### src/rtl/cba_pkg.sv
// ----------------------------------------------------------------------------
// cba_pkg
// Shared types and constants of the contiguous block allocator: command
// kinds passed from the front end to the back end, result status codes,
// fit policy codes and the fixed field widths.
// ----------------------------------------------------------------------------
package cba_pkg;

    // Default geometry
    localparam int NUM_BLOCKS_DEF      = 16;
    localparam int BYTES_PER_BLOCK_DEF = 10;

    // Widths large enough for the largest supported map (64 blocks)
    localparam int NUM_BLOCKS_MAX = 64;
    localparam int IDX_MAX_W      = $clog2(NUM_BLOCKS_MAX);
    localparam int CNT_MAX_W      = $clog2(NUM_BLOCKS_MAX + 1);

    // Port field widths
    localparam int POLICY_W = 2;
    localparam int BYTES_W  = 8;
    localparam int FSTART_W = 4;
    localparam int FCOUNT_W = 5;
    localparam int STATUS_W = 2;
    localparam int START_W  = 4;

    // Depth of the command queue between front and back end
    localparam int QUEUE_DEPTH = 2;

    // Fit policy codes; any other code behaves as worst fit
    localparam logic [POLICY_W-1:0] POLICY_FIRST = 2'd0;
    localparam logic [POLICY_W-1:0] POLICY_BEST  = 2'd1;
    localparam logic [POLICY_W-1:0] POLICY_WORST = 2'd2;

    typedef enum logic [STATUS_W-1:0] {
        STATUS_DONE    = 2'd0,
        STATUS_NO_ROOM = 2'd1,
        STATUS_BAD     = 2'd2
    } t_status;

    typedef enum logic [1:0] {
        CMD_ALLOC   = 2'd0,
        CMD_FREE    = 2'd1,
        CMD_BAD     = 2'd2,
        CMD_NO_ROOM = 2'd3
    } t_cmd_kind;

    // Classified request: count is the block count for allocate and free,
    // start is the first block for free
    typedef struct packed {
        t_cmd_kind              kind;
        logic [IDX_MAX_W-1:0]   start;
        logic [CNT_MAX_W-1:0]   count;
    } t_cmd;

    typedef enum logic [1:0] {
        BK_IDLE,
        BK_SCAN,
        BK_FINISH
    } t_back_state;

endpackage

### src/rtl/cba_front.sv
// ----------------------------------------------------------------------------
// cba_front
// Request front end: rounds the byte count up to whole blocks, checks the
// request against the map size and queues the classified command for the
// back end.
// ----------------------------------------------------------------------------
module cba_front #(
    parameter int NUM_BLOCKS      = cba_pkg::NUM_BLOCKS_DEF,
    parameter int BYTES_PER_BLOCK = cba_pkg::BYTES_PER_BLOCK_DEF
) (
    input  logic                          i_clk,
    input  logic                          i_rst_n,
    input  logic                          i_valid,
    output logic                          o_stall,
    input  logic                          i_mode,
    input  logic [cba_pkg::BYTES_W-1:0]   i_request_bytes,
    input  logic [cba_pkg::FSTART_W-1:0]  i_free_start,
    input  logic [cba_pkg::FCOUNT_W-1:0]  i_free_count,
    output logic                          o_cmd_valid,
    output cba_pkg::t_cmd                 o_cmd,
    input  logic                          i_cmd_pop
);
    import cba_pkg::*;

    // Ceiling division by a constant: multiply by a rounded-up reciprocal.
    // Exact for sums below 2^16 / BYTES_PER_BLOCK.
    localparam int SUM_W       = BYTES_W + 1;
    localparam int RECIP_SHIFT = 16;
    localparam int RECIP_W     = RECIP_SHIFT + 1;
    localparam int RECIP       = (2 ** RECIP_SHIFT + BYTES_PER_BLOCK - 1) / BYTES_PER_BLOCK;
    localparam int PROD_W      = SUM_W + RECIP_W;
    localparam int FSUM_W      = FCOUNT_W + 2;
    localparam int QD          = QUEUE_DEPTH;
    localparam int PTR_W       = $clog2(QD);
    localparam int QCNT_W      = $clog2(QD + 1);

    logic [SUM_W-1:0]  bytes_sum;
    logic [PROD_W-1:0] product;
    logic [SUM_W-1:0]  need;
    logic [FSUM_W-1:0] free_end;
    t_cmd              cmd;
    logic              push;

    t_cmd              r_q [QD];
    logic [PTR_W-1:0]  r_wr_ptr;
    logic [PTR_W-1:0]  r_rd_ptr;
    logic [QCNT_W-1:0] r_count;
    logic [PTR_W-1:0]  n_wr_ptr;
    logic [PTR_W-1:0]  n_rd_ptr;
    logic [QCNT_W-1:0] n_count;

    // Round the byte count up to blocks
    assign bytes_sum = {1'b0, i_request_bytes} + SUM_W'(BYTES_PER_BLOCK - 1);
    assign product   = PROD_W'(bytes_sum) * PROD_W'(RECIP);
    assign need      = product[RECIP_SHIFT +: SUM_W];
    assign free_end  = FSUM_W'(i_free_start) + FSUM_W'(i_free_count);

    // Classify the request
    always_comb begin
        cmd.start = IDX_MAX_W'(i_free_start);
        cmd.count = CNT_MAX_W'(i_free_count);
        cmd.kind  = CMD_FREE;
        if (!i_mode) begin
            cmd.count = CNT_MAX_W'(need);
            if (i_request_bytes == '0) begin
                cmd.kind = CMD_BAD;
            end else if (int'(need) > NUM_BLOCKS) begin
                cmd.kind = CMD_NO_ROOM;
            end else begin
                cmd.kind = CMD_ALLOC;
            end
        end else if (i_free_count == '0 || int'(free_end) > NUM_BLOCKS) begin
            cmd.kind = CMD_BAD;
        end
    end

    // Queue control
    assign o_stall     = (r_count == QCNT_W'(QD));
    assign push        = i_valid && !o_stall;
    assign o_cmd_valid = (r_count != '0);
    assign o_cmd       = r_q[r_rd_ptr];

    always_comb begin
        n_wr_ptr = push      ? r_wr_ptr + PTR_W'(1) : r_wr_ptr;
        n_rd_ptr = i_cmd_pop ? r_rd_ptr + PTR_W'(1) : r_rd_ptr;
        n_count  = r_count + QCNT_W'(push) - QCNT_W'(i_cmd_pop);
    end

    always_ff @(posedge i_clk) begin
        if (!i_rst_n) begin
            r_wr_ptr <= '0;
            r_rd_ptr <= '0;
            r_count  <= '0;
        end else begin
            r_wr_ptr <= n_wr_ptr;
            r_rd_ptr <= n_rd_ptr;
            r_count  <= n_count;
        end
    end

    // Store the request entry
    always_ff @(posedge i_clk) begin
        if (push) begin
            r_q[r_wr_ptr] <= cmd;
        end
    end

`ifndef SYNTHESIS
    a_count_bound: assert property (@(posedge i_clk) disable iff (!i_rst_n)
        int'(r_count) <= QD)
        else $error("command queue count beyond depth");
    a_pop_nonempty: assert property (@(posedge i_clk) disable iff (!i_rst_n)
        i_cmd_pop |-> r_count != '0)
        else $error("pop from empty command queue");
    a_count_track: assert property (@(posedge i_clk) disable iff (!i_rst_n)
        (push && !i_cmd_pop) |=> r_count == $past(r_count) + QCNT_W'(1))
        else $error("command queue count lost a request");
`endif

endmodule

### src/rtl/cba_back.sv
// ----------------------------------------------------------------------------
// cba_back
// Allocator back end: holds the occupancy map and the fit policy, scans the
// map one block per cycle for an allocate, marks or clears runs and keeps
// the result in an output register.
// ----------------------------------------------------------------------------
module cba_back #(
    parameter int NUM_BLOCKS = cba_pkg::NUM_BLOCKS_DEF
) (
    input  logic                          i_clk,
    input  logic                          i_rst_n,
    input  logic                          i_cfg_wr_en,
    input  logic [cba_pkg::POLICY_W-1:0]  i_cfg_wr_data,
    input  logic                          i_cmd_valid,
    input  cba_pkg::t_cmd                 i_cmd,
    output logic                          o_cmd_pop,
    output logic                          o_valid,
    input  logic                          i_stall,
    output logic [cba_pkg::STATUS_W-1:0]  o_status,
    output logic [cba_pkg::START_W-1:0]   o_start_index
);
    import cba_pkg::*;

    localparam int IDX_W = (NUM_BLOCKS > 1) ? $clog2(NUM_BLOCKS) : 1;
    localparam int CNT_W = $clog2(NUM_BLOCKS + 1);

    t_back_state           r_state;
    t_back_state           n_state;
    logic [NUM_BLOCKS-1:0] r_map;
    logic [NUM_BLOCKS-1:0] n_map;
    logic [POLICY_W-1:0]   r_fit_policy;
    logic [CNT_W-1:0]      r_idx;
    logic [CNT_W-1:0]      n_idx;
    logic [CNT_W-1:0]      r_need;
    logic [CNT_W-1:0]      n_need;
    logic [CNT_W-1:0]      r_run_len;
    logic [CNT_W-1:0]      n_run_len;
    logic [IDX_W-1:0]      r_run_start;
    logic [IDX_W-1:0]      n_run_start;
    logic [CNT_W-1:0]      r_best_len;
    logic [CNT_W-1:0]      n_best_len;
    logic [IDX_W-1:0]      r_best_start;
    logic [IDX_W-1:0]      n_best_start;
    logic                  r_found;
    logic                  n_found;
    logic                  r_out_valid;
    logic                  n_out_valid;
    t_status               r_status;
    t_status               n_status;
    logic [IDX_W-1:0]      r_start;
    logic [IDX_W-1:0]      n_start;

    logic                  out_free;
    logic                  free_here;
    logic                  run_fits;
    logic                  take_run;
    logic                  scan_stop;
    logic                  load;
    logic [NUM_BLOCKS-1:0] free_mask;
    logic [NUM_BLOCKS-1:0] alloc_mask;
    logic [IDX_MAX_W-1:0]  start_ext;

    // Output register frees up when empty or being taken
    assign out_free  = !r_out_valid || !i_stall;
    assign o_cmd_pop = (r_state == BK_IDLE) && i_cmd_valid && out_free;

    // One step of the run scan
    always_comb begin
        free_here = (int'(r_idx) < NUM_BLOCKS) && !r_map[r_idx[IDX_W-1:0]];
        run_fits  = !free_here && (r_run_len >= r_need) && (r_run_len != '0);
        take_run  = 1'b0;
        if (run_fits) begin
            if (!r_found) begin
                take_run = 1'b1;
            end else if (r_fit_policy == POLICY_BEST) begin
                take_run = (r_run_len < r_best_len);
            end else if (r_fit_policy != POLICY_FIRST) begin
                take_run = (r_run_len > r_best_len);
            end
        end
        scan_stop = (int'(r_idx) == NUM_BLOCKS) ||
                    (run_fits && r_fit_policy == POLICY_FIRST);
    end

    // Run masks for free and allocate
    always_comb begin
        for (int j = 0; j < NUM_BLOCKS; j++) begin
            free_mask[j]  = (j >= int'(i_cmd.start)) &&
                            (j < int'(i_cmd.start) + int'(i_cmd.count));
            alloc_mask[j] = (j >= int'(r_best_start)) &&
                            (j < int'(r_best_start) + int'(r_need));
        end
    end

    // Next state
    always_comb begin
        n_state = r_state;
        case (r_state)
            BK_IDLE: begin
                if (o_cmd_pop && i_cmd.kind == CMD_ALLOC) begin
                    n_state = BK_SCAN;
                end
            end
            BK_SCAN: begin
                if (scan_stop) begin
                    n_state = BK_FINISH;
                end
            end
            BK_FINISH: begin
                if (out_free) begin
                    n_state = BK_IDLE;
                end
            end
            default: begin
                n_state = BK_IDLE;
            end
        endcase
    end

    // Datapath and result
    always_comb begin
        n_map        = r_map;
        n_idx        = r_idx;
        n_need       = r_need;
        n_run_len    = r_run_len;
        n_run_start  = r_run_start;
        n_best_len   = r_best_len;
        n_best_start = r_best_start;
        n_found      = r_found;
        n_status     = r_status;
        n_start      = r_start;
        load         = 1'b0;
        case (r_state)
            BK_IDLE: begin
                if (o_cmd_pop) begin
                    n_start = '0;
                    case (i_cmd.kind)
                        CMD_ALLOC: begin
                            n_need    = CNT_W'(i_cmd.count);
                            n_idx     = '0;
                            n_run_len = '0;
                            n_found   = 1'b0;
                        end
                        CMD_FREE: begin
                            n_map    = r_map & ~free_mask;
                            n_status = STATUS_DONE;
                            load     = 1'b1;
                        end
                        CMD_NO_ROOM: begin
                            n_status = STATUS_NO_ROOM;
                            load     = 1'b1;
                        end
                        default: begin
                            n_status = STATUS_BAD;
                            load     = 1'b1;
                        end
                    endcase
                end
            end
            BK_SCAN: begin
                n_idx = r_idx + CNT_W'(1);
                if (free_here) begin
                    n_run_len = r_run_len + CNT_W'(1);
                    if (r_run_len == '0) begin
                        n_run_start = r_idx[IDX_W-1:0];
                    end
                end else begin
                    n_run_len = '0;
                    if (take_run) begin
                        n_found      = 1'b1;
                        n_best_len   = r_run_len;
                        n_best_start = r_run_start;
                    end
                end
            end
            BK_FINISH: begin
                if (out_free) begin
                    load = 1'b1;
                    if (r_found) begin
                        n_map    = r_map | alloc_mask;
                        n_status = STATUS_DONE;
                        n_start  = r_best_start;
                    end else begin
                        n_status = STATUS_NO_ROOM;
                        n_start  = '0;
                    end
                end
            end
            default: begin
            end
        endcase
        n_out_valid = (r_out_valid && i_stall) || load;
    end

    // Control registers
    always_ff @(posedge i_clk) begin
        if (!i_rst_n) begin
            r_state      <= BK_IDLE;
            r_map        <= '0;
            r_fit_policy <= POLICY_WORST;
            r_out_valid  <= 1'b0;
        end else begin
            r_state     <= n_state;
            r_map       <= n_map;
            r_out_valid <= n_out_valid;
            if (i_cfg_wr_en) begin
                r_fit_policy <= i_cfg_wr_data;
            end
        end
    end

    // Scan and result payload
    always_ff @(posedge i_clk) begin
        r_idx        <= n_idx;
        r_need       <= n_need;
        r_run_len    <= n_run_len;
        r_run_start  <= n_run_start;
        r_best_len   <= n_best_len;
        r_best_start <= n_best_start;
        r_found      <= n_found;
        r_status     <= n_status;
        r_start      <= n_start;
    end

    assign start_ext     = IDX_MAX_W'(r_start);
    assign o_valid       = r_out_valid;
    assign o_status      = r_status;
    assign o_start_index = start_ext[START_W-1:0];

`ifndef SYNTHESIS
    a_scan_bound: assert property (@(posedge i_clk) disable iff (!i_rst_n)
        r_state == BK_SCAN |-> int'(r_idx) <= NUM_BLOCKS)
        else $error("scan index ran past the map");
    a_map_held_in_scan: assert property (@(posedge i_clk) disable iff (!i_rst_n)
        r_state == BK_SCAN |=> $stable(r_map))
        else $error("map changed during a scan");
    a_run_in_map: assert property (@(posedge i_clk) disable iff (!i_rst_n)
        (r_state == BK_FINISH && r_found) |->
            int'(r_best_start) + int'(r_need) <= NUM_BLOCKS)
        else $error("chosen run extends beyond the map");
    a_run_was_free: assert property (@(posedge i_clk) disable iff (!i_rst_n)
        (r_state == BK_FINISH && r_found) |-> (r_map & alloc_mask) == '0)
        else $error("chosen run overlaps occupied blocks");
    a_result_held: assert property (@(posedge i_clk) disable iff (!i_rst_n)
        (r_out_valid && i_stall) |=> r_out_valid && $stable(r_status))
        else $error("waiting result overwritten");
`endif

endmodule

### src/rtl/contiguous_block_allocator.sv
// ----------------------------------------------------------------------------
// contiguous_block_allocator
// Bitmap allocator of equal-size blocks with first, best or worst fit.
//
//   channel  direction  handshake             payload
//   request  in         i_valid / o_stall     i_mode, i_request_bytes,
//                                             i_free_start, i_free_count
//   result   out        o_valid / i_stall     o_status, o_start_index
//   config   in         i_cfg_wr_en           i_cfg_wr_data (fit policy)
//
// In the back end an allocate pops the command, scans the map at one block per
// cycle (first fit stops at the first run that fits) and then marks the run
// once the output register is free. Free and rejected requests are answered
// when they are popped, with no scan.
// Reset is synchronous; it empties the map, sets worst fit and drops any
// queued request. A two-entry queue lets requests arrive while a result is
// stalled at the output register.
// ----------------------------------------------------------------------------
module contiguous_block_allocator #(
    parameter int NUM_BLOCKS      = cba_pkg::NUM_BLOCKS_DEF,
    parameter int BYTES_PER_BLOCK = cba_pkg::BYTES_PER_BLOCK_DEF
) (
    input  logic                          i_clk,
    input  logic                          i_rst_n,
    input  logic                          i_cfg_wr_en,
    input  logic [cba_pkg::POLICY_W-1:0]  i_cfg_wr_data,
    input  logic                          i_valid,
    output logic                          o_stall,
    input  logic                          i_mode,
    input  logic [cba_pkg::BYTES_W-1:0]   i_request_bytes,
    input  logic [cba_pkg::FSTART_W-1:0]  i_free_start,
    input  logic [cba_pkg::FCOUNT_W-1:0]  i_free_count,
    output logic                          o_valid,
    input  logic                          i_stall,
    output logic [cba_pkg::STATUS_W-1:0]  o_status,
    output logic [cba_pkg::START_W-1:0]   o_start_index
);
    import cba_pkg::*;

    logic cmd_valid;
    t_cmd cmd;
    logic cmd_pop;

    // Classify and queue requests
    cba_front #(
        .NUM_BLOCKS      (NUM_BLOCKS),
        .BYTES_PER_BLOCK (BYTES_PER_BLOCK)
    ) u_front (
        .i_clk           (i_clk),
        .i_rst_n         (i_rst_n),
        .i_valid         (i_valid),
        .o_stall         (o_stall),
        .i_mode          (i_mode),
        .i_request_bytes (i_request_bytes),
        .i_free_start    (i_free_start),
        .i_free_count    (i_free_count),
        .o_cmd_valid     (cmd_valid),
        .o_cmd           (cmd),
        .i_cmd_pop       (cmd_pop)
    );

    // Scan, mark and report
    cba_back #(
        .NUM_BLOCKS (NUM_BLOCKS)
    ) u_back (
        .i_clk         (i_clk),
        .i_rst_n       (i_rst_n),
        .i_cfg_wr_en   (i_cfg_wr_en),
        .i_cfg_wr_data (i_cfg_wr_data),
        .i_cmd_valid   (cmd_valid),
        .i_cmd         (cmd),
        .o_cmd_pop     (cmd_pop),
        .o_valid       (o_valid),
        .i_stall       (i_stall),
        .o_status      (o_status),
        .o_start_index (o_start_index)
    );

endmodule
### config.mk
export PLATFORM = sky130hd
export DESIGN_NAME = contiguous_block_allocator
export DESIGN_NICKNAME = d
export VERILOG_FILES = /design/src/rtl/cba_pkg.sv /design/src/rtl/cba_front.sv /design/src/rtl/cba_back.sv /design/src/rtl/contiguous_block_allocator.sv
export SDC_FILE = /design/constraint.sdc
export NUM_CORES = 1
export LEC_CHECK = 0
export ABC_AREA = 1
export BUFFER_PORTS_ARGS = -buffer_cell sky130_fd_sc_hd__buf_4
export CAP_MARGIN = 20
export CORE_ASPECT_RATIO = 1.5
export CORE_MARGIN = 4
export CORE_UTILIZATION = 63
export CTS_CLUSTER_DIAMETER = 120
export DETAILED_ROUTE_END_ITERATION = 7
export GPL_TIMING_DRIVEN = 0
export HOLD_SLACK_MARGIN = 0.02
export PLACE_DENSITY = 0.77
export SLEW_MARGIN = 20
export SYNTH_ARGS = -nofsm -noshare
export SYNTH_HDL_FRONTEND = slang
export SYNTH_HIERARCHICAL = 1
export SYNTH_SLANG_ARGS = --single-unit
### constraint.sdc
create_clock -name i_clk -period 6.1 [get_ports i_clk]
set_clock_uncertainty 0.2 [all_clocks]
set_input_delay 0.305 -clock i_clk [delete_from_list [all_inputs] [get_ports i_clk]]
set_output_delay 0.305 -clock i_clk [all_outputs]
set_load 0.01 [all_outputs]
Word level (Yosys, flattened, before mapping)
Memories as Yosys holds them, arrays and structs flattened. A register that Yosys moved wholly into a read port is not among the register bits. Index checks and enable logic that the tools add are counted.

Bits in writable memories: 24. Memories kept: 1. Output and inout port bits: 8. Flip-flop bits (word level): 60. Word-level logic and storage cells: 235. Bits of input ports: 25.

$mul: 1. Bitwise logic cells: 4. $add $sub $neg: 10. Mux-type cells: 47. Equality and inequality tests: 17. Magnitude comparators: 70. Reductions and logical operators: 69.

Memories: u_front.r_q (depth 2, bits a word 12, rd ports 1, clocked after memory_dff 1, wr ports 1, line cba_front.sv:44) `t_cmd r_q [QD];`.

Operators with widths (number): $lt 5x32->1 const A (16); $lt 4x32->1 const A (8); $lt 3x32->1 const A (4); $lt 1x32->1 const A (2); $lt 2x32->1 const A (2); $mux 16 (4); $ge 4x6->1 const A (8); $logic_and 1x1->1 (40); $pmux 16 s2 (1); $ge 4x4->1 const A (7); $ge 3x6->1 const A (4); $mul 9x12->21 const B (1); $pmux 5 s2 (2); $mux 2 (9); $reduce_and 3->1 (6); $mux 1 (17); $and 16x16->16 (1); $ge 3x4->1 const A (4); $not 16->16 (1); $or 16x16->16 (1); $mux 5 (3); $add 4x5->6 (2); $ge 1x6->1 const A (2); $ge 2x6->1 const A (2); 37 further kinds (71).

Logic depth before layout (Yosys ltp)
Gate-level depths: netlist of run 1.

Depth in word-level cells: 11. Depth in mapped cells: 28.

Hierarchy
Netlist of run 1, hierarchy kept.

By module, submodules not included: cba_back (instances 1, cells each 531, area each 3793.6 um2); cba_front (instances 1, cells each 393, area each 3344.5 um2).

Worst setup path before layout of run 1
Ideal clock, no wire load.

Kind: input to register. Start: input i_request_bytes[0] in the netlist's numbering. End: memory u_front/r_q[0][11] in the netlist's numbering, data pin. Path slack: 1413 ps. Setup time: 256 ps. Data arrival time: 4231 ps. Path buffers: 0. Stages on the path: 24. Data required time: 5644 ps. Cell sequence: ha_1 nand2_1 inv_2 o211ai_1 xor2_1 inv_1 ha_1 fa_1 inv_1 fa_1 fa_1 inv_1 ha_1 a21oi_1 nand2_1 a21oi_1 nand2_1 a21o_1 nand2_1 nand2_1 nand2_1 nand3_1 nand2_1 nand2_1.

RTL lines: start, declared (line contiguous_block_allocator.sv:30) `input logic [cba_pkg::BYTES_W-1:0] i_request_bytes,`; end, declared (line cba_front.sv:44).

==> impl_metrics.csv, run 1 <==
group,metric,value,unit
critical_path,endpoint_kind,"register",
synthesis,synthTopCellsByCount,"nand2_1, inv_1, nor2_1",
synthesis,synth_cell_types,46,
critical_path,startpoint_type,"input port",
sta,relSlewSlack,0.320,
critical_path,cp_common_cell,"nand2_1",
synthesis,synth.most_common_cell,"nand2_1",
synthesis,ys_seq_area_frac,0.321,
place,gp_congestion,0.908,
finish,syn_to_final_growth,11.5,%
sta,finalCriticalPeriod,5.12,ns
floorplanning,die_y,138,um
synthesis,yosys.area.top_type_share,0.248,
floorplanning,start_util,0.646,
place,dp_slack,0.642,ns
worst_hold_path,hp-class,"input port to register",
clock_network,cts_tree,"done",
floorplanning,ios,33,
grt,grt_max_degree,15,
place,portBuffers,31,
pwr,leakage,3.93,nW
sta,period_share,0.839,
sta,fmax,0.195,GHz
synthesis,synth_edf_count,59,
floorplanning,die_width,94.9,um
clock_network,cts_buffers,9,
synthesis,yosys_warnings,6,
floorplanning,num_rows,47,
route,drt-wirelength-per-cell,14.4,um
clock_network,cts_root_buf,"clkbuf_16",
route,routed_wl,16.2,mm
synthesis,async_reset_ff_frac,0,
critical_path,cp_slowest_stage_delay,0.56,ns
synthesis,synth_flop_cell,"edfxtp_1",
floorplanning,core,11100,um^2
clock_network,cts.repair.resized,0,
synthesis,postSynthAreaPerCell,7.73,um^2
critical_path,arrival,5.00,ns
sta,setup_violations,0,
grt,antenna_found_initial,0,
grt,grt_overflow,0,
sta,fin_ws,0.980,ns
grt,grtUsageTotal,0.263,
finish,drive_above_1_share,0.0969,
critical_path,critPathBufInv,5,
clock_network,clock_sinks,85,
sta,slew_viol_final,0,
critical_path,setup.worst_path.class,"input port to register",
sta,final_hold_viol_count,0,
clock_network,worstSkewPairLatency,0.34,ns
finish,nNetsFinal,1101,
route,dr_total_vias,6005,
synthesis,synthCells,924,
clock_network,clockBufferDepth,2,
route,drtPass1Iterations,5,
clock_network,cts.htree.levels,3,
place,dp_hpwl,13.2,mm
pwr,ir_drop,319,uV
sta,rsz0062_at_grt,"false",
synthesis,syn-cell-area,7140,um^2
critical_path,critPathTopFamily,"adder cells",
grt,grt_pass1_vias,6098,
grt,grt_first_pass_wirelength,27.4,mm
synthesis,synthTopCellsByArea,"edfxtp_1, ha_1, nand2_1",
finish,diodes,0,
critical_path,cpMaxStageDelayCell,"fa_1",
clock_network,postCtsSetupBuffers,0,
clock_network,path_clk_slew,0.06,ns
critical_path,cp_data_required_time,5.98,ns
flow_run,cap_violations,0,
run_status,status,"finished, final reports clean",
sta,tightest_slew,1.02,ns
critical_path,r2r_slack,2.80,ns
route,dr.first_iter.drc_count,325,
critical_path,path_max_fanout,7,
synthesis,synth-seq-cells,85,
pwr,power.density,443,nW/um^2
route,ant_nets,0,
synthesis,synth_top_cell_by_area,"edfxtp_1",
route,via_per_inst,5.33,
floorplanning,die_area,13100,um^2
route,route.detailed.drc,0,
sta,setup_tns,0,ns
## worst min-delay path, stage by stage
cell	delay, ns
buf_4	0.09
inv_1	0.05
nand2_1	0.05
nand3_1	0.05
## layer usage
| metal | part of all wire | GRT usage |
|---|---|---|
| met2 | 0.55 | 0.490 |
| met1 | 0.39 | 0.290 |
| met5 | 0 | 0 |
| met4 | 0.040 | 0.113 |
| met3 | 0.026 | 0.0315 |
## cells by family (layout without fill, tap and decap cells)
kind of cell / count (synthesis) / after routing / share of synthesized area
multiplexers: 12 / 12 / 0.0189
AO/OA/AOI/OAI: 104 / 104 / 0.0822
AND/OR/NAND/NOR: 419 / 419 / 0.251
buffers and inverters: 185 / 239 / 0.103
XOR/XNOR: 17 / 17 / 0.0219
adder cells (fa/ha/maj): 101 / 101 / 0.201
flip-flops: 85 / 85 / 0.321
other: 1 / 3 / 0.000525
## final cells by class
| class | count | area (um^2) |
|---|---|---|
| repair buffers | 38 | 303 |
| clock inverters | 6 | 86.3 |
| well taps | 147 | 184 |
| fillers | 962 | 3100 |
| plain buffers | 12 | 61.3 |
| multi-input cells | 656 | 4120 |
| clock buffers | 10 | 239 |
| inverters | 173 | 677 |
| flip-flops and latches | 85 | 2290 |
## through the flow
stage	power, mW	utilization	hold slack (ns)	instances	instance area (um^2)
2_1_floorplan	2.41	-	0.198	926	7150
3_3_place_gp	2.87	0.684	0.202	1104	7560
3_5_place_dp	2.92	0.684	0.205	1104	7560
4_1_cts	3.52	0.720	0.0600	1127	7960
5_1_grt	3.86	0.720	0.0875	1127	7960
6_report	3.52	0.720	0.0675	1127	7960
## layout by cell type, fill, tap and decap left out, types with 11 or more instances in the layout
master / Yosys / routed
nand3_1: 67 / 67
mux2_2: 12 / 12
dfxtp_1: 26 / 26
o21ai_0: 23 / 23
a21oi_1: 49 / 49
nor2_1: 96 / 95
nand4_1: 11 / 11
nand2_1: 214 / 214
buf_4: 3 / 34
ha_1: 78 / 78
edfxtp_1: 59 / 59
inv_1: 164 / 164
fa_1: 23 / 23
## state kept, by name, indices dropped and copies added, names as in the netlist, named ones only
signal,cells
u_back/o_start_index,4
u_back/r_run_len,5
u_back/o_status,2
u_front/r_wr_ptr,1
u_front/r_count,2
u_back/r_map,16
u_back/r_found,1
u_front/r_q,24
u_back/r_run_start,4
u_back/r_best_len,5
u_back/r_best_start,4
u_back/r_need,5
u_back/r_state,2
u_back/r_fit_policy,2
u_front/r_rd_ptr,1
u_back/r_idx,5
u_back/o_valid,1
## path summary, 6_finish.rpt
check / from / end / cells after the start
worst max-delay path: i_request_bytes[0] / u_front/r_q[0][11]$_DFFE_PP_ / 26
worst min-delay path: i_cfg_wr_en / u_back/r_fit_policy[1]$_SDFFE_PN1P_ / 4
worst max register to register: register / u_back/r_map[6]$_SDFFE_PN0P_ / 12
worst min register to register: u_back/r_run_start[2]$_DFFE_PP_ / u_back/r_best_start[2]$_DFFE_PP_ / 0
## power by group
| part | leakage (nW) | switching (mW) | internal [mW] |
|---|---|---|---|
| combinational | 3.00 | 1.31 | 0.713 |
| sequential | 0.763 | 0.110 | 0.807 |
| clock | 0.158 | 0.214 | 0.369 |
| total | 3.93 | 1.64 | 1.89 |
## repair_timing
action                     in CTS  in global routing
hold endpoints to repair       10                  0
setup endpoints to repair       0                  0
hold buffers                    7                  0
Note: power is estimated with default switching activity, not from simulation.
==> run 2, diff against run 1 <==
==> constraint.sdc (replaced) <==
create_clock -name i_clk -period 5 [get_ports i_clk]
set_clock_uncertainty 0.2 [all_clocks]
set_input_delay 0.25 -clock i_clk [delete_from_list [all_inputs] [get_ports i_clk]]
set_output_delay 0.25 -clock i_clk [all_outputs]
set_load 0.01 [all_outputs]
==> run 2 against run 1 <==
Highest routed layer unchanged. Wire length grew 2.6%. Largest cell class unchanged. Critical path depth rose by 1. Total power rose by 26%. Die area unchanged. Worst setup slack got worse by 0.87 ns. Critical path type unchanged. Non-clock buffer count is 12 higher. Largest power group unchanged. Sequential power increased by 22%.
==> impl_metrics.csv, run 2 (synthesized netlist as in run 1, its figures left out) <==
group,metric,value,unit
run_status,status,"finished, final reports clean",
route,dr.first_iter.drc_count,316,
grt,grt_max_degree,15,
place,portBuffers,31,
critical_path,endpoint_kind,"register",
route,ant_nets,0,
critical_path,r2r-end,"u_back/r_map[6]$_SDFFE_PN0P_",
grt,grt_first_pass_wirelength,27.5,mm
sta,final_hold_viol_count,0,
clock_network,clock_sinks,85,
route,route.detailed.drc,0,
route,drtPass1Iterations,5,
clock_network,worstSkewPairLatency,0.34,ns
critical_path,r2r_slack,1.70,ns
grt,grtUsageTotal,0.264,
pwr,power.density,544,nW/um^2
sta,tightest_slew,1.00,ns
grt,grt_overflow,0,
route,via_per_inst,5.34,
grt,antenna_found_initial,0,
floorplanning,start_util,0.646,
sta,setup_violations,0,
finish,fillers,912,
route,drt-wirelength-per-cell,14.6,um
sta,slew_viol_final,0,
finish,diodes,0,
finish,final_cell_mix,"nand2_1, inv_1, nor2_1",
finish,drive_above_1_share,0.122,
floorplanning,die_y,138,um
sta,fin_ws,0.114,ns
critical_path,r2r_cells,12,
worst_hold_path,hp-class,"input port to register",
critical_path,path_max_fanout,7,
pwr,leakage,3.99,nW
finish,final_common_cell,"nand2_1",
floorplanning,core,11100,um^2
clock_network,cts_tree,"done",
clock_network,path_clk_slew,0.06,ns
critical_path,cp_data_required_time,4.88,ns
finish,regMostFlops,"u_front/r_q",
finish,largest_reg_flops,24,
clock_network,cts.htree.levels,3,
floorplanning,die_width,94.9,um
sta,finalCriticalPeriod,4.89,ns
critical_path,setup.worst_path.class,"input port to register",
clock_network,clockBufferDepth,2,
clock_network,cts_buffers,9,
floorplanning,die_area,13100,um^2
place,gp_congestion,0.908,
clock_network,cts_root_buf,"clkbuf_16",
finish,fin_util,0.737,
sta,fmax,0.205,GHz
finish,layout.area.seq,2290,um^2
sta,holdWs,0.0593,ns
finish,nNetsFinal,1113,
flow_run,cap_violations,0,
floorplanning,num_rows,47,
critical_path,arrival,4.76,ns
worst_hold_path,min_from,"i_cfg_wr_en",
finish,syn_to_final_growth,14.2,%
route,dr_total_vias,6087,
finish,final_cells,1139,
sta,period_share,0.977,
place,dp_slack,-0.403,ns
pwr,ir_drop,407,uV
place,placed_cells,1104,
sta,relSlewSlack,0.328,
floorplanning,ios,33,
critical_path,startpoint_type,"input port",
grt,grt_pass1_vias,6134,
finish,top_regs,"u_front/r_q (24), u_back/r_map (16)",
route,routed_wl,16.6,mm
place,dp_hpwl,13.2,mm
worst_hold_path,whs_endpoint,"u_back/r_fit_policy[0]$_SDFFE_PN0P_",
worst_hold_path,holdPathStages,3,
finish,multi_input_area,4210,um^2
[run 2: cell types whose count changed in the layout (fill, tap and decap cells not counted), moves of 3 or more]
cell	change
nand2_1	-3
nand2_2	+3
ha_1	-4
buf_4	+11
a21oi_1	-3
ha_4	+3
a21oi_2	+3
[run 2: how the worst max path moves through the flow]
stage,start,slack [ns],to,cells after the start
5_1_grt,i_request_bytes[0],-0.16,u_front/r_q[1][11]$_DFFE_PP_,27
3_5_place_dp,i_request_bytes[0],-0.40,u_front/r_q[0][11]$_DFFE_PP_,25
3_3_place_gp,i_request_bytes[0],-0.31,u_front/r_q[0][11]$_DFFE_PP_,25
6_report,i_request_bytes[0],0.11,u_front/r_q[0][11]$_DFFE_PP_,27
2_1_floorplan,i_request_bytes[0],0.37,u_front/r_q[0][11]$_DFFE_PP_,24
4_1_cts,i_request_bytes[0],0.01,u_front/r_q[0][11]$_DFFE_PP_,25
[run 2: metal layers]
metal	vias to the layer above	part of all wire	track usage	routed length, um
met3	54	0.032	0.0315	537
li1	3109	-	-	-
met1	2763	0.37	0.290	6190
met4	0	0.043	0.117	722
met2	161	0.55	0.492	9180
met5	-	0	0	0
[run 2: power breakdown]
group	leakage, nW	internal [mW]	switching, mW
Sequential	0.763	0.985	0.134
Clock	0.158	0.450	0.260
Combinational	3.07	0.947	1.65
[run 2: area by class of cell]
| type | count | area share |
|---|---|---|
| Buffer | 12 | 0.00752 |
| Clock buffer | 10 | 0.0293 |
| Clock inverter | 6 | 0.0106 |
| Inverter | 173 | 0.0831 |
| Multi-Input combinational cell | 656 | 0.517 |
| Sequential cell | 85 | 0.281 |
| Tap cell | 147 | 0.0226 |
| Timing Repair Buffer | 50 | 0.0485 |
[run 2: timing repair]
| item | 4_1_cts | 5_1_grt |
|---|---|---|
| hold endpoints to repair | 12 | 0 |
| pin swaps | 1 | 12 |
| gates resized for setup | 3 | 14 |
| hold buffers | 8 | 0 |
| endpoints found under the setup margin | 4 | 8 |
| setup buffers | 1 | 10 |
[run 2: critical path, stage by stage]
cell and delay, ns:
buf_4 0.15, ha_1 0.21, nand2_1 0.07, inv_2 0.05, o211ai_1 0.27, xor2_1 0.28, inv_2 0.11, ha_2 0.21
fa_1 0.56, inv_1 0.07, fa_1 0.61, fa_1 0.47, inv_1 0.14, ha_4 0.23, nand2_2 0.07, inv_1 0.04
nand2_1 0.06, nand2_1 0.06, a21oi_2 0.21, nand2_2 0.09, a21o_1 0.16, nand2_1 0.07, nand2_1 0.05, nand2_1 0.08
nand3_1 0.07, nand2_1 0.06, nand2_1 0.08
[run 2: metrics by stage]
stage	cell area [um^2]	power [mW]	TNS [ns]
after floorplan	7150	2.94	0
after CTS	7990	4.31	0
after global placement	7560	3.50	-1.48
after global routing	8150	4.85	-0.745
after detailed placement	7560	3.56	-2.35
final	8150	4.43	0
